[src/keyed_packed_list_table_top_macros.svh]
`ifndef KEYED_PACKED_LIST_TABLE_TOP_MACROS_SVH
`define KEYED_PACKED_LIST_TABLE_TOP_MACROS_SVH

// Clocked property check, quiet while reset is held
`define KPLT_ASSERT(lbl, prop, msg) \
	lbl: assert property (@(posedge clk) disable iff (!arst_n) prop) else $error(msg);

// Clocked check of a condition that must never hold
`define KPLT_NEVER(lbl, expr, msg) \
	lbl: assert property (@(posedge clk) disable iff (!arst_n) !(expr)) else $error(msg);

`endif

[src/kplt_pkg.sv]
package kplt_pkg;

	localparam int DEPTH_DEF        = 64;
	localparam int PAYLOAD_BITS_DEF = 32;

	localparam int CMD_W  = 3;
	localparam int KEY_W  = 31;
	localparam int PAY_W  = 32;
	localparam int POS_W  = 6;
	localparam int STAT_W = 2;
	localparam int CNT_W  = 7;

	localparam logic [CMD_W-1:0] CMD_APPEND     = 3'd0;
	localparam logic [CMD_W-1:0] CMD_FIND       = 3'd1;
	localparam logic [CMD_W-1:0] CMD_REMOVE_KEY = 3'd2;
	localparam logic [CMD_W-1:0] CMD_REMOVE_IDX = 3'd3;
	localparam logic [CMD_W-1:0] CMD_READ_IDX   = 3'd4;

	localparam logic [STAT_W-1:0] STAT_OK        = 2'd0;
	localparam logic [STAT_W-1:0] STAT_NOT_FOUND = 2'd1;
	localparam logic [STAT_W-1:0] STAT_RANGE     = 2'd2;
	localparam logic [STAT_W-1:0] STAT_FULL      = 2'd3;

	typedef enum logic [1:0] {
		S_IDLE,
		S_MATCH,
		S_RESOLVE
	} state_t;

	typedef struct packed {
		logic             match_en;
		logic             by_key;
		logic             by_index;
		logic             append_en;
		logic             shift_en;
		logic [KEY_W-1:0] key;
		logic [POS_W-1:0] pos;
	} cell_ctl_t;

endpackage

[src/kplt_cell.sv]
module kplt_cell #(
	parameter int IDX = 0,
	parameter int CW  = 7,
	parameter int EW  = 6,
	parameter int SW  = 32
) (
	input  logic                       clk,
	input  logic                       arst_n,
	input  kplt_pkg::cell_ctl_t        ctl,
	input  logic [CW-1:0]              count,
	input  logic [SW-1:0]              new_pay,
	input  logic                       ge,
	input  logic [kplt_pkg::KEY_W-1:0] nb_key,
	input  logic [SW-1:0]              nb_pay,
	output logic [kplt_pkg::KEY_W-1:0] key,
	output logic [SW-1:0]              pay,
	output logic                       hit
);

	logic [kplt_pkg::KEY_W-1:0] key_q;
	logic [SW-1:0]              pay_q;
	logic                       hit_s2;
	logic                       below;
	logic                       at_end;
	logic                       pos_eq;
	logic                       hit_d;

	assign below  = CW'(IDX) < count;
	assign at_end = CW'(IDX) == count;
	assign pos_eq = EW'(ctl.pos) == EW'(IDX);
	assign hit_d  = below && ((ctl.by_key && (key_q == ctl.key)) || (ctl.by_index && pos_eq));

	always_ff @(posedge clk or negedge arst_n) begin
		if (!arst_n) begin
			hit_s2 <= 1'b0;
		end else if (ctl.match_en) begin
			hit_s2 <= hit_d;
		end
	end

	// append lands at the tail; removal pulls the neighbour down
	always_ff @(posedge clk) begin
		if (ctl.append_en && at_end) begin
			key_q <= ctl.key;
			pay_q <= new_pay;
		end else if (ctl.shift_en && ge) begin
			key_q <= nb_key;
			pay_q <= nb_pay;
		end
	end

	assign key = key_q;
	assign pay = pay_q;
	assign hit = hit_s2;

endmodule

[config.mk]
export PLATFORM = sky130hd
export DESIGN_NAME = kplt_cell
export DESIGN_NICKNAME = d
export VERILOG_FILES = /design/src/keyed_packed_list_table_top_macros.svh /design/src/kplt_pkg.sv /design/src/kplt_cell.sv
export SDC_FILE = /design/constraint.sdc
export NUM_CORES = 1
export LEC_CHECK = 0
export BUFFER_PORTS_ARGS = -buffer_cell sky130_fd_sc_hd__buf_2
export CORE_AREA = 4 4 111 113
export CTS_CLUSTER_SIZE = 25
export DETAILED_ROUTE_END_ITERATION = 7
export DIE_AREA = 0 0 115 117
export GPL_ROUTABILITY_DRIVEN = 0
export MAX_ROUTING_LAYER = met4
export PLACE_DENSITY = 0.64
export SYNTH_ARGS = -nofsm -noshare
export SYNTH_HDL_FRONTEND = slang
export SYNTH_SLANG_ARGS = --single-unit
[constraint.sdc]
create_clock -name clk -period 1.47 [get_ports clk]
set_input_delay 0.441 -clock clk [delete_from_list [all_inputs] [get_ports clk]]
set_output_delay 0.441 -clock clk [all_outputs]
set_load 0.005 [all_outputs]
==> metrics.md, run 1 <==
| Metric | Value |
|---|---|
| Area of the die | 13460 um2 |
| Count of buffers inserted at the top-level ports | 210 |
| Static leakage | 2.426 nW |
| Net count after synthesis | 331 |
| Die boundary height | ~120 um |
| Worst Setup Path Type | in -> reg |
| Core outline area | 11320 um2 |
| Synth area leaders | sky130_fd_sc_hd__edfxtp_1, sky130_fd_sc_hd__mux2_4, sky130_fd_sc_hd__xnor2_1 |
| Slowest library cell on the worst path | sky130_fd_sc_hd__or4_4 |
| Clock sinks | 64 |
| Violated checks | setup timing |
| Final worst path period need | 1.936 ns |
| Half-perimeter wire length of the detailed placement result | 7.215 mm |
| Final critical-path share of the clock period | 131.7% |
| Via count of the first global-routing pass | about 2700 |
| Synthesized instance count | 184 |
| Post-synthesis sequential element count | 64 |
| Most common cell in the netlist | sky130_fd_sc_hd__edfxtp_1 |
| Endpoint of the most critical setup path | pay[12]$_DFFE_PP_ |
| Post-detailed-route DRC marker count | 0 |
| Upper clock frequency limit | ~520 MHz |
| Clock transition at the register clock pins on the worst setup and hold paths after CTS | 0.05 ns |
| Largest net degree at the start of global routing | 34 |
| Relative area change from synthesis to final layout | 52.87% |
| Total Routed Length | 8.869 mm |
| Post-synth EDFFs | 63 |
| Initial DRC Count | 79 |
| Number of vias per cell | 4.351 |
| X dimension of the die | 115 um |
| Number of vias after detailed routing | 2506 |
| Data arrival time of the critical path | 1.95 ns |
| Setup repair after global routing missed its margin | true |
| Endpoint of the lowest-slack register-to-register path | hit$_DFFE_PN0P_ |
| Delay of the slowest cell on the worst path | roughly 0.54 ns |
| Count of boundary I/O pins | 211 |
| Kind of path behind the tightest hold check | in -> reg |
| Post-Syn Area | 3332 um2 |
| Share of cells above drive strength 1 | 74.60% |
| Num CTS Buffers | 9 |
| Final WS setup | -0.4661 ns |
| Area share of the largest cell type after synthesis | 56.78% |
| Standard-cell rows | 39 |
| Post-route antenna net violation count | 0 |
| Nets | 575 |
| Actual slew at the worst max-slew pin | roughly 0.35 ns |
| Total number of yosys warnings | 0 |
| Most used DFF post-synth | sky130_fd_sc_hd__edfxtp_1 |
| Yosys top cell by area | sky130_fd_sc_hd__edfxtp_1 |
| Largest buffer count on any clock path | 2 |
| Average wire per cell in the routed design | 15.40 um |
| Startpoint of the worst-slack reg-to-reg timing path | key[29]$_DFFE_PP_ |
| Slew margin rel. | 76.19% |
| Setup TNS | -55.81 ns |
| Max-cap viol count | 0 |
| Required arrival time at the worst endpoint | around 1.5 ns |
| Post-synth top cells | sky130_fd_sc_hd__edfxtp_1, sky130_fd_sc_hd__mux2_4, sky130_fd_sc_hd__xnor2_1 |
| Share of synthesized area occupied by flip-flops and latches | 57.53% |
| Post-place instance area | 4771 um2 |
| Global-route wire length before repair | 13.01 mm |
| CTS Root Buffer Type | sky130_fd_sc_hd__clkbuf_16 |
| Max rail drop VDD | 0.0004102 V |
| Initial Utilization | 29.43% |
| Overflow left after global routing | 0 |
| Result of the run | complete, but fails checks |
| Timing startpoint of the critical path | count[3] |
| Worst Skew | 0.004394 ns |
| Synthesized area divided by synthesized cell count | 18.11 um2 |
| Share of flip-flops with an asynchronous set or reset after synthesis | 1.563% |
| Fill cell total of the finished layout | about 1000 |
| TritonCTS clock tree | yes |
| Number of cells on the worst reg-to-reg path | 6 |
| Clock network latency to the later pin of the worst-skew pair | 0.32 ns |
| Total of endpoints with negative setup slack in the final report | 127 |
| First drt pass iteration count | 4 |
| Number of levels the H-tree was split into | 3 |
| Critical-path cell list | buf_6 -> or4_4 -> nor4_4 -> nand2_4 -> buf_12 -> nand2_8 -> buf_16 |
| Global-route usage over all layers | 13.01% |
| Antenna diode instance count | 0 |
| Crit path capture type | flip-flop |
| Initial antenna violation count | 0 |
| R2R setup slack | 0 ns |
| Number of failing hold endpoints at the final stage | 0 |
| Fin area | 5094 um2 |
| Power density over the cells | ~930 nW/um2 |
| Number of distinct standard cells referenced by the synthesized netlist | 17 |
| Number of max-slew violations in the final report | 0 |
| Max FO, Critical Path | 33 |
| Worst Setup Start Kind | input pin |
==> cells in the final DEF, fill, tap and decap left out, drive strengths merged, types with 3 or more instances in the layout <==
cell	count
nor4	3
mux2	63
clkinv	7
clkbuf	9
xnor2	31
nand2	3
edfxtp	63
nand4	8
buf	238
==> cell families after synthesis <==
kind of cell    synth area share (%)
xor+xnor                       8.149
flops                          57.53
simple gates                   3.718
buf+inv                        2.028
compound gates                0.6384
mux                            27.94
==> worst min-delay path by stage <==
stage,to,depth (start not counted),start
after global placement,hit$_DFFE_PN0P_,1,arst_n
after CTS,hit$_DFFE_PN0P_,2,ctl[41]
final,hit$_DFFE_PN0P_,2,ctl[41]
after global routing,hit$_DFFE_PN0P_,2,ctl[41]
after floorplan,hit$_DFFE_PN0P_,0,arst_n
after detailed placement,hit$_DFFE_PN0P_,1,arst_n
==> stage by stage <==
| step | hold slack, ns | power, W | std cells | worst slack [ns] | utilization (%) |
|---|---|---|---|---|---|
| after floorplan | 0.1454 | 0.002521 | 184 | -0.6711 | - |
| after CTS | 0.3216 | 0.004836 | 574 | -0.4689 | 44.73 |
| after global routing | 0.3402 | 0.005002 | 576 | -0.5193 | 44.99 |
| final | 0.3356 | 0.004760 | 576 | -0.4661 | 44.99 |
| after detailed placement | 0.2159 | 0.002969 | 557 | -0.8241 | 42.14 |
| after global placement | 0.2180 | 0.002953 | 557 | -0.7688 | 42.14 |
==> final cells by class <==
cell class | count | area [um2] | share of cell area [%]
sequential | 64 | 1917 | 37.63
multi-input combinational | 114 | 1409 | 27.66
timing repair buffer | 239 | 1335 | 26.21
clock buffer | 9 | 225.2 | 4.422
tap | 143 | 178.9 | 3.513
clock inverter | 7 | 28.78 | 0.5650
==> state kept, by name (all words and copies together), names as in the netlist <==
register  cells
key          31
pay          32
hit           1
==> metal layers <==
metal | part of all wire (%) | track usage [%] | vias to the layer above | wire length [um]
met5 | 0 | - | - | 0
met4 | 1.9 | 5.086 | 0 | 167
met3 | 10 | 4.422 | 13 | 924
met2 | 49 | 21.95 | 142 | 4322
met1 | 39 | 14.20 | 1150 | 3455
li1 | - | - | 1201 | -
==> where the power goes <==
group,total [W],leakage [nW],internal (W),switching (W)
sequential,0.00221,0.604,0.00215,0.0000602
clock,0.00182,0.127,0.00110,0.000716
combinational,0.000727,1.70,0.000459,0.000267
total,0.00476,2.43,0.00372,0.00104
==> critical path: cells and delay by family <==
| kind | cells | cell delay [ns] |
|---|---|---|
| simple gates | 4 | 1.01 |
| buf+inv | 3 | 0.48 |
==> timing repair <==
item	4_1_cts	5_1_grt
endpoints found under the hold margin	1	0
gates resized for setup	5	2
gates cloned	0	0
buffers inserted	0	2
pin swaps	4	5
setup endpoints to repair	127	127
hold buffers	1	0
No activity file was read; power rests on OpenSTA's default activity.
==> run 2: changes to the inputs <==
Settings changed: SKIP_LAST_GASP from default to 1, TNS_END_PERCENT from default to 1.
==> run 2 against run 1 <==
  * Sequential power barely moved
  * Worst hold slack got worse by 0.012 ns
  * Critical path depth did not move
  * Die area did not move
  * Register-to-register slack got worse by 0.11 ns
  * The flow still finishes with violations (setup timing)
  * First-iteration DRC count rose by 3.8%
  * Non-clock buffer count fell by 3
  * Largest cell class unchanged
==> metrics.md, run 2 (same netlist as run 1, synthesis figures left out) <==
| Metric | Value |
|---|---|
| Number of vias after detailed routing | 2464 (-1.7%) |
| Via count of the first global-routing pass | 2612 (-3.3%) |
| Fin area | 5035 um2 (-1.2%) |
| Num CTS Buffers | 9 (unchanged) |
| Actual slew at the worst max-slew pin | 0.2995 ns (-0.05443 ns) |
| Most frequent standard cell in the layout excluding fill and tap cells | sky130_fd_sc_hd__buf_2 |
| Max FFs per register | 32 (unchanged) |
| Switching part of the total | 20.69% (-1.2 points) |
| Post-placement worst setup slack | -0.8415 ns (-0.01738 ns) |
| Clock transition at the register clock pins on the worst setup and hold paths after CTS | 0.05 ns (about the same) |
| Number of levels the H-tree was split into | 3 (unchanged) |
| Half-perimeter wire length of the detailed placement result | 6.791 mm (-5.9%) |
| Slew margin rel. | 79.77% (+3.6 points) |
| Global-route wire length before repair | 12.19 mm (-6.3%) |
| Largest buffer count on any clock path | 2 (unchanged) |
| Power density over the cells | 970.2 nW/um2 (+3.8%) |
| Largest net degree at the start of global routing | 33 (-2.9%) |
| Combinational share of power | 14.3% (-1.0 points) |
| Number of failing hold endpoints at the final stage | 0 (unchanged) |
| Part of the total power dissipated in the clock network | 40.4% (+2.2 points) |
| Post-route antenna net violation count | 0 (unchanged) |
| Kind of path behind the tightest hold check | in -> reg |
| X dimension of the die | 115 um (unchanged) |
| Data arrival time of the critical path | 1.97 ns (+0.02 ns) |
| Worst Hold Slack | 0.3234 ns (-0.01224 ns) |
| CTS Root Buffer Type | sky130_fd_sc_hd__clkbuf_16 |
| Number of gates given a new drive strength after cts | 0 (-5) |
| Core outline area | 11320 um2 (unchanged) |
| Clock sinks | 64 (unchanged) |
| Die boundary height | 117 um (unchanged) |
| P_int | 0.003874 W (+4.2%) |
| Worst Setup Start Kind | input pin |
| Final critical-path share of the clock period | 133.2% (+1.5 points) |
| Count of boundary I/O pins | 211 (unchanged) |
| Max rail drop VDD | 0.0004299 V (+4.8%) |
| First drt pass iteration count | 4 (unchanged) |
| Count of buffers inserted at the top-level ports | 210 (unchanged) |
| Post-detailed-route DRC marker count | 0 (unchanged) |
| Worst Setup Path Type | in -> reg |
| Max-cap viol count | 0 (unchanged) |
| Area of the die | 13460 um2 (unchanged) |
| Required arrival time at the worst endpoint | 1.48 ns (about the same) |
| Number of max-slew violations in the final report | 0 (unchanged) |
| Initial DRC Count | 82 (+3.8%) |
| Static leakage | 2.398 nW (-1.2%) |
| Post-place instance area | 4748 um2 (-0.47%) |
| Clock network latency to the later pin of the worst-skew pair | 0.32 ns (about the same) |
| Result of the run | complete, but fails checks |
| TritonCTS clock tree | yes |
| Total Routed Length | 8.314 mm (-6.3%) |
| Worst Skew | 0.006491 ns (+0.002097 ns) |
| Antenna diode instance count | 0 (unchanged) |
| Violated checks | setup timing |
| Proportion of power drawn by flip-flops and latches | 45.2% (-1.3 points) |
| Initial antenna violation count | 0 (unchanged) |
| Initial Utilization | 29.43% (unchanged) |
| Number of vias per cell | 4.308 (-0.99%) |
| Final worst path period need | 1.958 ns (+0.02154 ns) |
| Global-route usage over all layers | 12.31% (-0.71 points) |
| Crit path capture type | flip-flop |
| Standard-cell rows | 39 (unchanged) |
| Top library cells by usage in the layout, fill and taps aside | sky130_fd_sc_hd__buf_2, sky130_fd_sc_hd__edfxtp_1, sky130_fd_sc_hd__mux2_4 |
| Share of cells above drive strength 1 | 73.19% (-1.4 points) |
| Total of endpoints with negative setup slack in the final report | 127 (unchanged) |
| Reported net switching power | 0.001011 W (-3.2%) |
| Nets | 572 (-0.52%) |
| Final WS setup | -0.4876 ns (-0.02154 ns) |
| Setup repair after global routing missed its margin | true |
| Average wire per cell in the routed design | 14.53 um (-5.6%) |
| Relative area change from synthesis to final layout | 51.11% |
| Overflow left after global routing | 0 (unchanged) |
| Upper clock frequency limit | 510.8 MHz (-1.1%) |
| Max FO, Critical Path | 32 (-3.0%) |
[run 2: cell count changes in the layout (fill, tap and decap cells not counted), sizes merged]
cell	change
bufinv	+1
buf	-3
clkinv	-2
[run 2: metal layers]
metal | wire length (um) | global-route usage (%)
met3 | 945 | 4.216
met2 | 4003 | 19.79
met5 | 0 | -
met1 | 3264 | 14.27
met4 | 100 | 4.695
[run 2: power groups by stage]
stage | sequential (W) | combinational, W | clock [W]
detailed placement | 0.00225 | 0.000708 | 0
floorplan | 0.00226 | 0.000259 | 0
CTS | 0.00221 | 0.000714 | 0.00205
global placement | 0.00224 | 0.000698 | 0
finish | 0.00221 | 0.000700 | 0.00197
global route | 0.00222 | 0.000768 | 0.00214
[run 2: final cells by class]
class                      count  area, um2
fill                        1039       6286
timing repair buffer         236       1299
sequential                    64       1917
multi-input combinational    114       1364
clock inverter                 6      51.30
tap                          143      178.9
clock buffer                   9      225.2
[run 2: worst max-delay path: stages]
cell and delay, ns:
sky130_fd_sc_hd__buf_2 0.09, sky130_fd_sc_hd__or4_1 0.57, sky130_fd_sc_hd__nor4_4 0.24, sky130_fd_sc_hd__nand2_4 0.13, sky130_fd_sc_hd__buf_12 0.18, sky130_fd_sc_hd__nand2_8 0.08, sky130_fd_sc_hd__buf_12 0.20
[run 2: worst paths after layout]
check / from / to / slack (ns) / cells after the start
hold / removal: ctl[41] / hit$_DFFE_PN0P_ / 0.32 / 2
setup / recovery: count[3] / key[20]$_DFFE_PP_ / -0.49 / 7
min in group asynchronous: arst_n / hit$_DFFE_PN0P_ / 0.42 / 2
setup reg to reg: key[3]$_DFFE_PP_ / hit$_DFFE_PN0P_ / -0.11 / 6
max in group asynchronous: arst_n / hit$_DFFE_PN0P_ / 0.97 / 2
hold reg to reg: hit$_DFFE_PN0P_ / hit$_DFFE_PN0P_ / 0.57 / 2
[run 2: timing repair]
item	4_1_cts	5_1_grt
hold buffers	1	0
hold endpoints to repair	1	0
buffers inserted	0	0
cloned	0	0
endpoints found under the setup margin	128	129
[run 2: stage by stage]
stage                     cells  power, W  setup TNS [ns]  utilization (%)
after detailed placement    556  0.002954         -103.63            41.94
after floorplan             184  0.002519          -83.68                -
after global placement      556  0.002941          -98.66            41.94
final                       572  0.004885          -58.67            44.47
after global routing        572  0.005128          -65.34            44.47
after CTS                   572  0.004975          -59.15            44.47
==> run 3: changes to the inputs <==
Settings changed: PLACE_DENSITY 0.64 to 0.65, RECOVER_POWER from default to 50.
==> run 3 against run 2 <==
  * The flow still finishes with violations (setup timing)
  * Worst hold slack better by 0.018 ns
  * Clock power up 11%
  * Final cell count up 2.1%
  * Global-route usage up 0.55 points
  * Combinational power up 3.3%
  * Critical endpoint is now key[27]$_DFFE_PP_
==> metrics.md, run 3 (same netlist as run 1, synthesis figures left out) <==
| Metric | Value |
|---|---|
| Average wire per cell in the routed design | 15.12 um (+4.0%) |
| Required arrival time at the worst endpoint | 1.49 ns (about the same) |
| Result of the run | complete, but fails checks |
| Area of the die | 13460 um2 (unchanged) |
| Number of cells on the worst hold path | 2 (unchanged) |
| Most frequent standard cell in the layout excluding fill and tap cells | sky130_fd_sc_hd__buf_2 |
| Top library cells by usage in the layout, fill and taps aside | sky130_fd_sc_hd__buf_2, sky130_fd_sc_hd__edfxtp_1, sky130_fd_sc_hd__mux2_4 |
| Critical path buffers and inverters | 3 (unchanged) |
| Clock sinks | 64 (unchanged) |
| Kind of path behind the tightest hold check | in -> reg |
| Largest buffer count on any clock path | 2 (unchanged) |
| Area taken by multi-input logic gates | 1364 um2 (unchanged) |
| Num CTS Buffers | 9 (unchanged) |
| Power density over the cells | 1002 nW/um2 (+3.2%) |
| Final WS setup | -0.4486 ns (+0.03901 ns) |
| Initial DRC Count | 43 (-48%) |
| Post-placement worst setup slack | -0.7996 ns (+0.04182 ns) |
| TritonCTS clock tree | yes |
| Standard-cell rows | 39 (unchanged) |
| Cell repeated most along the worst path | sky130_fd_sc_hd__buf_12 |
| Max FFs per register | 32 (unchanged) |
| Largest net degree at the start of global routing | 31 (-6.1%) |
| Crit path capture type | flip-flop |
| Die boundary height | 117 um (unchanged) |
| Max FO, Critical Path | 27 (-16%) |
| Worst Skew | 0.006334 ns (-0.0001577 ns) |
| Slew margin rel. | 78.87% (-0.90 points) |
| P_int | 0.004086 W (+5.5%) |
| Clock network latency to the later pin of the worst-skew pair | 0.32 ns (about the same) |
| Critical-path cell list | buf_2 -> or4_1 -> nor4_4 -> nand2_4 -> buf_12 -> nand2_8 -> buf_12 |
| Register Area | 1917 um2 (unchanged) |
| Global-route wire length before repair | 12.60 mm (+3.4%) |
| Worst Setup Path Type | in -> reg |
| Share of cells above drive strength 1 | 69.16% (-4.0 points) |
| Count of boundary I/O pins | 211 (unchanged) |
| Static leakage | 2.409 nW (+0.45%) |
| Final critical-path share of the clock period | 130.5% (-2.7 points) |
| First drt pass iteration count | 4 (unchanged) |
| Count of buffers inserted at the top-level ports | 210 (unchanged) |
| Antenna diode instance count | 0 (unchanged) |
| Post-route antenna net violation count | 0 (unchanged) |
| Number of failing hold endpoints at the final stage | 0 (unchanged) |
| Setup TNS | -53.70 ns (+4.970 ns) |
| Reported net switching power | 0.001043 W (+3.2%) |
| Core outline area | 11320 um2 (unchanged) |
| Worst Hold Slack | 0.3411 ns (+0.01770 ns) |
| Overflow left after global routing | 0 (unchanged) |
| Data arrival time of the critical path | 1.94 ns (-0.03 ns) |
| Number of levels the H-tree was split into | 3 (unchanged) |
| Post-CTS setup buffer count | 0 (unchanged) |
| Global-route usage over all layers | 12.85% (+0.55 points) |
| Largest delay share family, worst path | simple AND/OR/NAND/NOR gates |
| Combinational share of power | 14.1% (-0.2 points) |
| Half-perimeter wire length of the detailed placement result | 7.223 mm (+6.4%) |
| Via count of the first global-routing pass | 2601 (-0.42%) |
| Worst Setup Start Kind | input pin |
| Relative area change from synthesis to final layout | 53.70% |
| Number of cells on the critical path | 7 (unchanged) |
| Delay of the slowest cell on the worst path | 0.56 ns (about the same) |
| Total of endpoints with negative setup slack in the final report | 127 (unchanged) |
| Clock transition at the register clock pins on the worst setup and hold paths after CTS | 0.05 ns (about the same) |
| Number of max-slew violations in the final report | 0 (unchanged) |
| CTS Root Buffer Type | sky130_fd_sc_hd__clkbuf_16 |
| Fill cell total of the finished layout | 1055 (+1.5%) |
| Slowest library cell on the worst path | sky130_fd_sc_hd__or4_1 |
| Proportion of power drawn by flip-flops and latches | 43.2% (-2.0 points) |
| X dimension of the die | 115 um (unchanged) |
| Initial Utilization | 29.43% (unchanged) |
| Final worst path period need | 1.919 ns (-0.03902 ns) |
| Upper clock frequency limit | 521.2 MHz (+2.0%) |
| Initial antenna violation count | 0 (unchanged) |
| Number of cells on the worst reg-to-reg path | 6 (unchanged) |
| Max rail drop VDD | 0.0005334 V (+24%) |
| Number of vias per cell | 4.295 (-0.31%) |
| Post-detailed-route DRC marker count | 0 (unchanged) |
| Nets | 583 (+1.9%) |
| Setup repair after global routing missed its margin | true |
| Number of vias after detailed routing | 2508 (+1.8%) |
| Max-cap viol count | 0 (unchanged) |
| Actual slew at the worst max-slew pin | 0.3128 ns (+0.01328 ns) |
| Total Routed Length | 8.832 mm (+6.2%) |
| Switching part of the total | 20.34% (-0.36 points) |
| Part of the total power dissipated in the clock network | 42.8% (+2.4 points) |
| Violated checks | setup timing |
## run 3: changes by cell type in the layout (fill, tap and decap cells not counted), sizes merged
cell / delta
buf: -9
clkinv: -3
bufinv: +1
clkbuf: +23
## run 3: worst paths after layout
kind / slack (ns) / start / end
worst max-delay path: -0.45 / count[3] / key[27]$_DFFE_PP_
worst min-delay path: 0.34 / ctl[41] / hit$_DFFE_PN0P_
min in group asynchronous: 0.43 / arst_n / hit$_DFFE_PN0P_
worst min register to register: 0.57 / hit$_DFFE_PN0P_ / hit$_DFFE_PN0P_
max in group asynchronous: 0.96 / arst_n / hit$_DFFE_PN0P_
worst max register to register: -0.09 / key[3]$_DFFE_PP_ / hit$_DFFE_PN0P_
## run 3: worst register-to-register path, stage by stage, from the launching register on
cell	delay, ns
sky130_fd_sc_hd__edfxtp_1	0.42
sky130_fd_sc_hd__xnor2_1	0.15
sky130_fd_sc_hd__nand4_1	0.15
sky130_fd_sc_hd__nor4_1	0.30
sky130_fd_sc_hd__buf_4	0.17
sky130_fd_sc_hd__a21oi_1	0.06
sky130_fd_sc_hd__a211oi_1	0.22
## run 3: timing repair
action / 4_1_cts / 5_1_grt
hold endpoints to repair: 1 / 0
resized for setup: 0 / 0
hold buffers: 1 / 0
endpoints found under the setup margin: 128 / 132
## run 3: layout make-up
| cell class | instances | share of cell area [%] |
|---|---|---|
| repair buffers | 247 | 26.48 |
| clock inverters | 4 | 1.344 |
| flip-flops and latches | 64 | 37.43 |
| multi-input cells | 114 | 26.63 |
| clock buffers | 12 | 4.618 |
| well taps | 143 | 3.494 |
## run 3: power groups by stage
stage / Sequential, W / Combinational [W] / Clock [W]
after global routing: 0.00223 / 0.000790 / 0.00234
after CTS: 0.00221 / 0.000749 / 0.00226
after floorplan: 0.00226 / 0.000259 / 0
final: 0.00221 / 0.000723 / 0.00219
after detailed placement: 0.00225 / 0.000742 / 0
after global placement: 0.00225 / 0.000733 / 0
## run 3: routing by layer
layer / part of all wire [%] / vias up / global-route usage, %
li1: - / 1218 / -
met2: 49 / 145 / 21.49
met3: 10 / 11 / 4.113
met4: 1.6 / 0 / 4.695
met1: 39 / 1134 / 14.49
met5: 0 / - / -
## run 3: through the flow
step	util, %	instance area (um2)	total power, W	std cells
2_1_floorplan	-	3348	0.002519	184
3_3_place_gp	42.67	4831	0.002979	567
3_5_place_dp	42.67	4831	0.002992	567
4_1_cts	45.46	5146	0.005222	584
5_1_grt	45.24	5121	0.005356	584
6_report	45.24	5121	0.005129	584
